==> config.mk <==
export PLATFORM = sky130hd
export DESIGN_NAME = utf8_decode_cp1252_fallback
export DESIGN_NICKNAME = d
export VERILOG_FILES = /design/src/sv/ucf_pkg.sv /design/src/sv/utf8_decode_cp1252_fallback.sv
export SDC_FILE = /design/constraint.sdc
export NUM_CORES = 1
export LEC_CHECK = 0
export BUFFER_PORTS_ARGS = -buffer_cell sky130_fd_sc_hd__clkbuf_2
export CAP_MARGIN = 20
export CORE_MARGIN = 1
export CORE_UTILIZATION = 67
export DETAILED_ROUTE_END_ITERATION = 16
export HOLD_SLACK_MARGIN = 0.02
export PLACE_DENSITY = 0.95
export SYNTH_ARGS = -nofsm -noshare
export SYNTH_HDL_FRONTEND = slang
export SYNTH_SLANG_ARGS = --single-unit
==> constraint.sdc <==
create_clock -name i_clk -period 4.65 [get_ports i_clk]
set_clock_uncertainty 0.2 [all_clocks]
set_input_delay 0.2325 -clock i_clk [delete_from_list [all_inputs] [get_ports i_clk]]
set_output_delay 0.2325 -clock i_clk [all_outputs]
set_load 0.03 [all_outputs]
==> src/sv/ucf_pkg.sv <==
// Package for the UTF-8 decoder with Windows-1252 fallback.
// Holds byte-class constants, codepoint offsets and the 1252 upper-half map.
// No dependencies.
package ucf_pkg;

    // Widths
    localparam int unsigned CP_W  = 21;
    localparam int unsigned SUM_W = 27;

    // Lead and continuation byte limits
    localparam logic [7:0] B_ASCII_END = 8'h80;
    localparam logic [7:0] B_LEAD_MIN  = 8'hC1;
    localparam logic [7:0] B_LEAD3     = 8'hE0;
    localparam logic [7:0] B_LEAD_ED   = 8'hED;
    localparam logic [7:0] B_LEAD4     = 8'hF0;
    localparam logic [7:0] B_LEAD_F4   = 8'hF4;
    localparam logic [7:0] B_LEAD_END  = 8'hF5;
    localparam logic [7:0] B_HI_9F     = 8'h9F;
    localparam logic [7:0] B_HI_8F     = 8'h8F;
    localparam logic [7:0] B_HI_90     = 8'h90;
    localparam logic [7:0] B_CONT_MASK = 8'hC0;
    localparam logic [7:0] B_CONT_TAG  = 8'h80;

    // Offsets that remove the UTF-8 tag bits after the shifted sum
    localparam logic [SUM_W-1:0] CP2_OFS = 27'h0003080;
    localparam logic [SUM_W-1:0] CP3_OFS = 27'h00E2080;
    localparam logic [SUM_W-1:0] CP4_OFS = 27'h3C82080;

    // Windows-1252 codepoints for bytes 80-9F
    localparam logic [15:0] CP1252_HIGH [0:31] = '{
        16'h20AC, 16'h0081, 16'h201A, 16'h0192, 16'h201E, 16'h2026, 16'h2020, 16'h2021,
        16'h02C6, 16'h2030, 16'h0160, 16'h2039, 16'h0152, 16'h008D, 16'h017D, 16'h008F,
        16'h0090, 16'h2018, 16'h2019, 16'h201C, 16'h201D, 16'h2022, 16'h2013, 16'h2014,
        16'h02DC, 16'h2122, 16'h0161, 16'h203A, 16'h0153, 16'h009D, 16'h017E, 16'h0178
    };

    // Map one raw byte through Windows-1252
    function automatic logic [CP_W-1:0] map_cp1252(input logic [7:0] b);
        logic [CP_W-1:0] cp;
        if (b[7:5] == 3'b100) begin
            cp = {5'b0, CP1252_HIGH[b[4:0]]};
        end else begin
            cp = {13'b0, b};
        end
        return cp;
    endfunction

endpackage

==> src/sv/utf8_decode_cp1252_fallback.sv <==
// A result passes from its input transfer through the drain stage to the output register.
// Throughput: one input per cycle while each input gives at most one result and the
// output is not stalled; an input that flushes n buffered bytes (n from 1 to 3) holds
// the single-result drain stage until those bytes, and any result after them, are out.
// Input waits for that stage. Reset (i_rst_n low, synchronous) empties the
// pending buffer, the drain stage and the output register.
// Top level of the UTF-8 decoder with Windows-1252 fallback; uses ucf_pkg.
module utf8_decode_cp1252_fallback
    import ucf_pkg::*;
(
    input  logic            i_clk,
    input  logic            i_rst_n,
    input  logic            i_in_valid,
    output logic            o_in_ready,
    input  logic [7:0]      i_data_byte,
    input  logic            i_end_of_stream,
    output logic            o_out_valid,
    input  logic            i_out_ready,
    output logic [CP_W-1:0] o_codepoint,
    output logic            o_from_fallback,
    output logic            o_end_marker,
    output logic            o_last_of_run
);

    // Decoder state
    logic [7:0] r_pb [0:2];
    logic [1:0] r_pc;
    logic [7:0] n_pb [0:2];
    logic [1:0] n_pc;

    // Drain stage: buffered bytes to flush, then an optional tail result
    logic [7:0]      r_jb_byte [0:2];
    logic [1:0]      r_jb_nf;
    logic [1:0]      r_jb_pos;
    logic            r_jt_valid;
    logic [CP_W-1:0] r_jt_cp;
    logic            r_jt_fb;
    logic            r_jt_end;

    // Output register
    logic            r_o_valid;
    logic [CP_W-1:0] r_o_cp;
    logic            r_o_fb;
    logic            r_o_end;
    logic            r_o_last;

    // Load values for the drain stage
    logic [1:0]      ld_nf;
    logic            ld_tv;
    logic [CP_W-1:0] ld_cp;
    logic            ld_fb;
    logic            ld_end;

    logic            in_xfer;
    logic            out_adv;
    logic            job_empty;
    logic            job_last;
    logic            job_move;

    logic [7:0]      b;
    logic [7:0]      lead;
    logic            is_ascii;
    logic            lead_ok;
    logic            cont;
    logic            complete;
    logic [SUM_W-1:0] c2, c3, c4;
    logic [CP_W-1:0] seq_cp;

    logic [CP_W-1:0] dr_cp;
    logic            dr_fb;
    logic            dr_end;
    logic            dr_last;

    // Handshake
    assign job_empty  = (r_jb_nf == 2'd0) && !r_jt_valid;
    assign job_last   = ((r_jb_nf == 2'd0) && r_jt_valid) || ((r_jb_nf == 2'd1) && !r_jt_valid);
    assign out_adv    = !r_o_valid || i_out_ready;
    assign job_move   = !job_empty && out_adv;
    assign o_in_ready = job_empty || (job_last && out_adv);
    assign in_xfer    = i_in_valid && o_in_ready;

    // Byte classification
    assign b        = i_data_byte;
    assign lead     = r_pb[0];
    assign is_ascii = b < B_ASCII_END;
    assign lead_ok  = (b > B_LEAD_MIN) && (b < B_LEAD_END);

    always_comb begin
        cont = (b & B_CONT_MASK) == B_CONT_TAG;
        if (r_pc == 2'd1) begin
            if (lead == B_LEAD3   && b <= B_HI_9F) cont = 1'b0;
            if (lead == B_LEAD_ED && b >  B_HI_9F) cont = 1'b0;
            if (lead == B_LEAD4   && b <= B_HI_8F) cont = 1'b0;
            if (lead == B_LEAD_F4 && b >= B_HI_90) cont = 1'b0;
        end
    end

    assign complete = ((lead < B_LEAD3) && (r_pc == 2'd1))
                   || ((lead >= B_LEAD3) && (lead < B_LEAD4) && (r_pc == 2'd2))
                   || ((lead >= B_LEAD4) && (r_pc == 2'd3));

    // Codepoint assembly for a finished sequence
    assign c2 = {13'b0, lead, 6'b0} + {19'b0, b} - CP2_OFS;
    assign c3 = {7'b0, lead, 12'b0} + {13'b0, r_pb[1], 6'b0} + {19'b0, b} - CP3_OFS;
    assign c4 = {1'b0, lead, 18'b0} + {7'b0, r_pb[1], 12'b0} + {13'b0, r_pb[2], 6'b0}
              + {19'b0, b} - CP4_OFS;

    always_comb begin
        if (lead < B_LEAD3) begin
            seq_cp = c2[CP_W-1:0];
        end else if (lead < B_LEAD4) begin
            seq_cp = c3[CP_W-1:0];
        end else begin
            seq_cp = c4[CP_W-1:0];
        end
    end

    // Next decoder state and drain-stage load
    always_comb begin
        n_pc   = r_pc;
        n_pb   = r_pb;
        ld_nf  = 2'd0;
        ld_tv  = 1'b0;
        ld_cp  = '0;
        ld_fb  = 1'b0;
        ld_end = 1'b0;
        priority if (i_end_of_stream) begin
            n_pc   = 2'd0;
            ld_nf  = r_pc;
            ld_tv  = 1'b1;
            ld_end = 1'b1;
        end else if (r_pc == 2'd0 || !cont) begin
            // fresh byte (lead, ASCII or fallback byte), after flushing whatever was buffered
            ld_nf = r_pc;
            if (lead_ok) begin
                n_pb[0] = b;
                n_pc    = 2'd1;
            end else begin
                n_pc  = 2'd0;
                ld_tv = 1'b1;
                ld_cp = is_ascii ? {13'b0, b} : map_cp1252(b);
                ld_fb = !is_ascii;
            end
        end else if (complete) begin
            n_pc  = 2'd0;
            ld_tv = 1'b1;
            ld_cp = seq_cp;
        end else begin
            n_pb[r_pc] = b;
            n_pc       = r_pc + 2'd1;
        end
    end

    // Pending buffer
    always_ff @(posedge i_clk) begin
        if (!i_rst_n) begin
            r_pc <= 2'd0;
        end else if (in_xfer) begin
            r_pc <= n_pc;
        end
    end

    always_ff @(posedge i_clk) begin
        if (in_xfer) begin
            r_pb <= n_pb;
        end
    end

    // Drain stage control
    always_ff @(posedge i_clk) begin
        if (!i_rst_n) begin
            r_jb_nf    <= 2'd0;
            r_jb_pos   <= 2'd0;
            r_jt_valid <= 1'b0;
        end else if (in_xfer) begin
            r_jb_nf    <= ld_nf;
            r_jb_pos   <= 2'd0;
            r_jt_valid <= ld_tv;
        end else if (job_move) begin
            if (r_jb_nf != 2'd0) begin
                r_jb_nf  <= r_jb_nf - 2'd1;
                r_jb_pos <= r_jb_pos + 2'd1;
            end else begin
                r_jt_valid <= 1'b0;
            end
        end
    end

    // Drain stage payload
    always_ff @(posedge i_clk) begin
        if (in_xfer) begin
            r_jb_byte <= r_pb;
            r_jt_cp   <= ld_cp;
            r_jt_fb   <= ld_fb;
            r_jt_end  <= ld_end;
        end
    end

    // Current drain result: flushed bytes first, then the tail
    always_comb begin
        if (r_jb_nf != 2'd0) begin
            dr_cp   = map_cp1252(r_jb_byte[r_jb_pos]);
            dr_fb   = 1'b1;
            dr_end  = 1'b0;
            dr_last = (r_jb_nf == 2'd1) && !r_jt_valid;
        end else begin
            dr_cp   = r_jt_cp;
            dr_fb   = r_jt_fb;
            dr_end  = r_jt_end;
            dr_last = 1'b1;
        end
    end

    // Output register
    always_ff @(posedge i_clk) begin
        if (!i_rst_n) begin
            r_o_valid <= 1'b0;
        end else if (job_move) begin
            r_o_valid <= 1'b1;
        end else if (i_out_ready) begin
            r_o_valid <= 1'b0;
        end
    end

    always_ff @(posedge i_clk) begin
        if (job_move) begin
            r_o_cp   <= dr_cp;
            r_o_fb   <= dr_fb;
            r_o_end  <= dr_end;
            r_o_last <= dr_last;
        end
    end

    assign o_out_valid     = r_o_valid;
    assign o_codepoint     = r_o_cp;
    assign o_from_fallback = r_o_fb;
    assign o_end_marker    = r_o_end;
    assign o_last_of_run   = r_o_last;

endmodule

* Yosys cells after proc, flatten, opt, wreduce, memory -nomap -nowiden
Memory sizes are Yosys's and may differ from the RTL's.
Cells that the tools add are included.
** Cells by class
- Multiplexer cells :: 46
- Reduce and logical (&&, ||, !) cells :: 40
- $lt $le $gt $ge :: 16
- Eq/ne operators :: 14
- Bitwise logic cells :: 8
- Add/subtract/negate cells :: 12
** Operators with widths (number)
- 21-bit 2-to-1 mux :: 7
- 16-bit 2-to-1 mux :: 6
- 21-bit by 8-bit adder with 21-bit output :: 2
- 21-bit by 20-bit subtractor with 21-bit output, second input constant :: 2
- 8-bit 2-to-1 mux :: 5
- 8-bit equality test, second input constant :: 4
- 8-bit less-than comparator, second input constant :: 4
- 24-bit bitwise mux :: 1
- 8-bit greater-or-equal comparator, second input constant :: 3
- 24-bit 2-to-1 mux :: 1
- 20-bit by 14-bit adder with 21-bit output :: 1
- 21-bit by 14-bit adder with 21-bit output :: 1
- 21-bit by 20-bit adder with 21-bit output :: 1
- 8-bit binary-select mux with 2-bit select :: 1
- 8-bit demux with 2-bit select :: 1
- 8-bit > comparator, second input constant :: 2
- 8-bit less-or-equal comparator, second input constant :: 2
- 1-bit logical AND :: 16
- 1-bit 2-to-1 mux :: 16
- 2-bit 2-to-1 mux :: 8
- 15-bit by 14-bit subtractor with 16-bit output, second input constant :: 1
- 14-bit by 8-bit adder with 15-bit output :: 1
- 6-bit greater-or-equal comparator, second input constant :: 2
- 5-bit NOT with 6-bit output :: 2
- 19 further kinds :: 46
** Storage, ports and cells
- ROM bits :: 1024
- Register bits :: 103
- Bits of input ports :: 13
- Memories :: 2
** Memory list
- (no name shown) :: words 32, bits a word 16, read ports 1, clocked after Yosys merged registers in 0, wr ports 0, RTL line ucf_pkg.sv:41 : cp = {5'b0, CP1252_HIGH[b[4:0]]};
- (no name shown) :: words 32, bits a word 16, read ports 1, clocked after Yosys merged registers in 0, wr ports 0, RTL line ucf_pkg.sv:41

* Logic depth before layout (Yosys ltp)
- Word-level depth :: 12
- Depth in mapped cells :: 12

* Worst setup path before layout
Ideal clock, no wire load.
- Path type :: reg-to-reg
- Start point :: reg r_jb_nf[0]
- End point :: reg r_o_cp[0] (netlist: o_codepoint[0]) (enable)
- Setup slack :: 1790 ps
- Period minus slack after synthesis :: 2860 ps
- Library setup time :: 413 ps
- Arrival time :: 2247 ps
- Path buffers :: 2
- Stages on the path, launching flop included :: 6
- Cell sequence :: dfxtp_1 inv_1 ha_1 clkbuf_1 clkbuf_1 a21oi_1
** On the way
- Longest elaborated chain between the ends :: 4
** RTL lines
- start: declaration :: RTL line utf8_decode_cp1252_fallback.sv:33 : logic [1:0] r_jb_nf;
- start signal: assignment :: RTL line utf8_decode_cp1252_fallback.sv:176 : r_jb_nf <= ld_nf;
- start signal: assignment :: RTL line utf8_decode_cp1252_fallback.sv:181 : r_jb_nf <= r_jb_nf - 2'd1;
- 2-bit zero test :: RTL line utf8_decode_cp1252_fallback.sv:75 : assign job_empty = (r_jb_nf == 2'd0) && !r_jt_valid;
- 1-bit logical AND :: RTL line utf8_decode_cp1252_fallback.sv:75
- 1-bit zero test :: RTL line utf8_decode_cp1252_fallback.sv:78 : assign job_move = !job_empty && out_adv;
- 1-bit logical AND :: RTL line utf8_decode_cp1252_fallback.sv:78
- via job_move :: RTL line utf8_decode_cp1252_fallback.sv:58 : logic job_move;
- end signal: assignment :: RTL line utf8_decode_cp1252_fallback.sv:227 : r_o_cp <= dr_cp;
- end: declaration :: RTL line utf8_decode_cp1252_fallback.sv:42 : logic [CP_W-1:0] r_o_cp;
The timed path passes the listed nets, and every way through them passes these cells.
A chain may end at the register's enable or synchronous reset.

* Worst setup path in the final report
- Start point :: in i_data_byte[7]
- End point :: reg r_jt_cp[19] (data pin)
** On the way
- Longest elaborated chain between the ends :: 10
** RTL lines
- start: declaration :: RTL line utf8_decode_cp1252_fallback.sv:15 : input logic [7:0] i_data_byte,
- parallel branches: the longest is 9 deep, another holds 21-bit by 8-bit adder with 21-bit output
- 21-bit 2-to-1 mux (*) :: RTL line utf8_decode_cp1252_fallback.sv:132 : end else if (r_pc == 2'd0 || !cont) begin
- end signal: assignment :: RTL line utf8_decode_cp1252_fallback.sv:193 : r_jt_cp <= ld_cp;
- end: declaration :: RTL line utf8_decode_cp1252_fallback.sv:36 : logic [CP_W-1:0] r_jt_cp;
Every way passes the cells marked *.

==> impl_metrics.csv <==
group,metric,value,unit
placed_design,dp_hpwl,13.1,mm
placed_design,dp_cells,845,
final_layout,fillers,716,
clock_network,clock_path_buffers,2,
setup_path,path_cells,"dlygate4sd3_1, clkbuf_2, inv_1, ha_1, inv_1, ha_1, fa_1, nand2b_1, a21oi_1, o21a_1, o31ai_1, a21oi_1, a311oi_1",
logic_synthesis,ys.flop_type,"edfxtp_1",
sta,setup_viol,0,
die,design.core.area,0.0103,sq mm
final_layout,n_antenna_cell,0,
grt,grt_pass1_vias,5456,
setup_path,cp.depth,13,
drt,vias,5827,
sta,drv_slew,0,
logic_synthesis,ys_seq_elements,103,
logic_synthesis,syn_avg_cell_area,10.1,sq um
hold_path,min_from,"i_data_byte[1]",
grt,antenna_found_initial,0,
grt,grt_util_all_layers,32.2,%
power,peakVddDrop,0.191,mV
final_layout,layout_commonest_cell,"edfxtp_1",
grt,grt_max_degree,45,
setup_path,required,4600,ps
hold_path,hold_class,"in -> reg",
power,leakage,2.93,nW
setup_path,arrival,3590,ps
logic_synthesis,synth-warning-count,0,
setup_path,crit_path_end_kind,"flip-flop",
final_layout,layout.cells.non_filler,865,
placed_design,port_buffers,38,
status,outcome,"finished, final reports clean",
drt,ant_nets,0,
grt,overflow,0,
final_layout,final_area,0.00756,sq mm
drt,routedWlPerCell,20.4,microns
die,rows,37,
clock_network,cts_setup_buffers,0,
drt,drtIter0Drc,857,
setup_path,critPathLaunchType,"primary input",
power,p_per_area,282,mW/mm^2
sta,finalCriticalPeriod,3640,ps
sta,fin_crit_sh,78.2,%
logic_synthesis,netlist_area,0.00715,sq mm
setup_path,cpMaxStageDelayCell,"o31ai_1",
setup_path,critPathKind,"in -> reg",
setup_path,path_buf_inv,4,
final_layout,area_growth,5.63,%
setup_path,r2r-start,"lead[5]",
setup_path,worstRegToRegCells,7,
drt,totalWireLength,17.7,mm
setup_path,crit_family,"compound AO/OA/AOI/OAI gates",
die,dieWidth,105,microns
die,io_pins,39,
logic_synthesis,synth_edf_count,95,
clock_network,cts.sinks,103,
sta,clock.fmax,275,MHz
clock_network,htreeDepth,3,
final_layout,drive_above_1_share,11.2,%
die,die_h,105,microns
sta,fin_tns_setup,0,ps
power,total_power,2.13,mW
final_layout,nets,798,
sta,slew_headroom,27.9,%
die,initial_core_util,69.3,%
drt,vias_per_cell,6.74,
sta,worstMarginPinSlew,1070,ps
setup_path,critical-path-max-stage-delay,620,ps
logic_synthesis,synth_nets,782,
logic_synthesis,ys_async_sr_fraction,0,%
clock_network,cts_tree,"yes",
job,maxCapViolations,0,
clock_network,clock_latency,370,ps
setup_path,path_max_fanout,8,
logic_synthesis,seq_area_frac_synth,42.1,%
drt,drc,0,
hold_path,hold_depth,1,
placed_design,placed_area,0.00733,sq mm
final_layout,layout_common_cells,"edfxtp_1, inv_1, ha_1",
clock_network,path_clk_slew,100,ps
placed_design,place_congestion,0.999,
setup_path,critPathLaunch,"i_data_byte[7]",
grt,grt_pass1_wl,27.4,mm
die,die_area,0.0111,sq mm
sta,rsz0062_at_grt,"false",
sta,hold_viol_final,0,
drt,firstDrtPassIters,6,
logic_synthesis,postSynthCellCount,708,
clock_network,root_buffer,"clkbuf_8",
logic_synthesis,ys_types,86,
clock_network,cts_inserted_buffers,9,
==> cell families after synthesis <==
group,Yosys count,synth area share [%]
XOR/XNOR,21,2.57
flip-flops,103,42.1
adder cells (fa/ha/maj),61,11.0
AO/OA/AOI/OAI,214,21.5
buffers and inverters,102,6.10
multiplexers,20,3.15
AND/OR/NAND/NOR,187,13.6
==> sequential cells by signal, summed over array words and instances, names as in the netlist, 2 cells and up <==
signal	cells
r_pc	2
r_jb_pos	2
r_jt_cp	21
lead	8
o_codepoint	21
r_jb_nf	2
r_pb	16
r_jb_byte	24
==> synthesized netlist by cell type, types with 3 or more instances <==
cell type  count  share of area, %
edfxtp_1      95                40
inv_1         61               3.2
ha_1          58                10
a21oi_1       46               3.2
nand2_1       46               2.4
nor2_1        40               2.1
o21ai_0       31               2.2
clkbuf_1      20               1.0
mux2i_1       18               2.5
xnor2_1       17               2.1
nand3_1       16               1.1
a31oi_1       15               1.3
and2_1        14               1.2
a211oi_1      13               1.4
buf_2         13              0.91
o211ai_1      13               1.4
nand2b_1      12               1.0
nor2b_1       12               1.0
o21a_1        10               1.0
dfxtp_1        8               2.2
nor3_1         8              0.56
a21o_1         6              0.63
and3_1         6              0.52
o2bb2ai_1      6              0.73
o22ai_1        5              0.44
or3_1          5              0.44
a221oi_1       4              0.49
a2bb2oi_1      4              0.49
buf_6          4              0.63
nand4_1        4              0.35
o221ai_1       4              0.49
o31ai_1        4              0.42
or2_2          4              0.35
xor2_1         4              0.49
a22oi_1        3              0.31
a311oi_1       3              0.37
a41oi_1        3              0.37
fa_1           3              0.84
nand3b_1       3              0.31
nor4_1         3              0.26
o21bai_1       3              0.31
==> per-layer routing <==
layer | vias to the layer above | GRT usage, % | share of wire, %
met5 | - | 0 | 0
met4 | 0 | 15.5 | 4.6
met3 | 79 | 7.36 | 9.5
met2 | 336 | 50.8 | 46
met1 | 2742 | 42.0 | 40
li1 | 2670 | - | -
==> power by group <==
part           internal [mW]  switching (mW)
Combinational          0.153           0.321
Clock                  0.206           0.333
Sequential              1.09          0.0267
==> timing repair <==
item                                    in CTS  in global routing
endpoints found under the setup margin       0                  0
gates resized for setup                      0                  0
hold buffers                                 3                  0
endpoints found under the hold margin        9                  0
==> worst paths after layout <==
| kind | to | slack, ps |
|---|---|---|
| hold / removal | r_pb[1] | 40 |
| setup reg to reg | r_jt_cp[17] | 1140 |
| hold reg to reg | o_from_fallback | 320 |
| setup / recovery | r_jt_cp[19] | 1010 |
==> stage by stage <==
| step | util (%) | setup slack (ps) | hold WS [ps] |
|---|---|---|---|
| 6_report | 73.2 | 1010 | 43.4 |
| 5_1_grt | 73.2 | 887 | 53.2 |
| 4_1_cts | 73.1 | 1090 | 27.0 |
| 3_5_place_dp | 71.0 | 1110 | 303 |
| 3_3_place_gp | 71.0 | 1370 | 287 |
| 2_1_floorplan | - | 1790 | 131 |
==> area by class of cell <==
class	instances	area, sq um	area share [%]
multi-input combinational	503	3710	49.1
timing repair buffer	44	246	3.26
inverter	63	236	3.13
clock inverter	6	55.1	0.729
tap	136	170	2.25
clock buffer	10	128	1.69
sequential	103	3010	39.9
No activity file was read; power rests on OpenSTA's default activity.
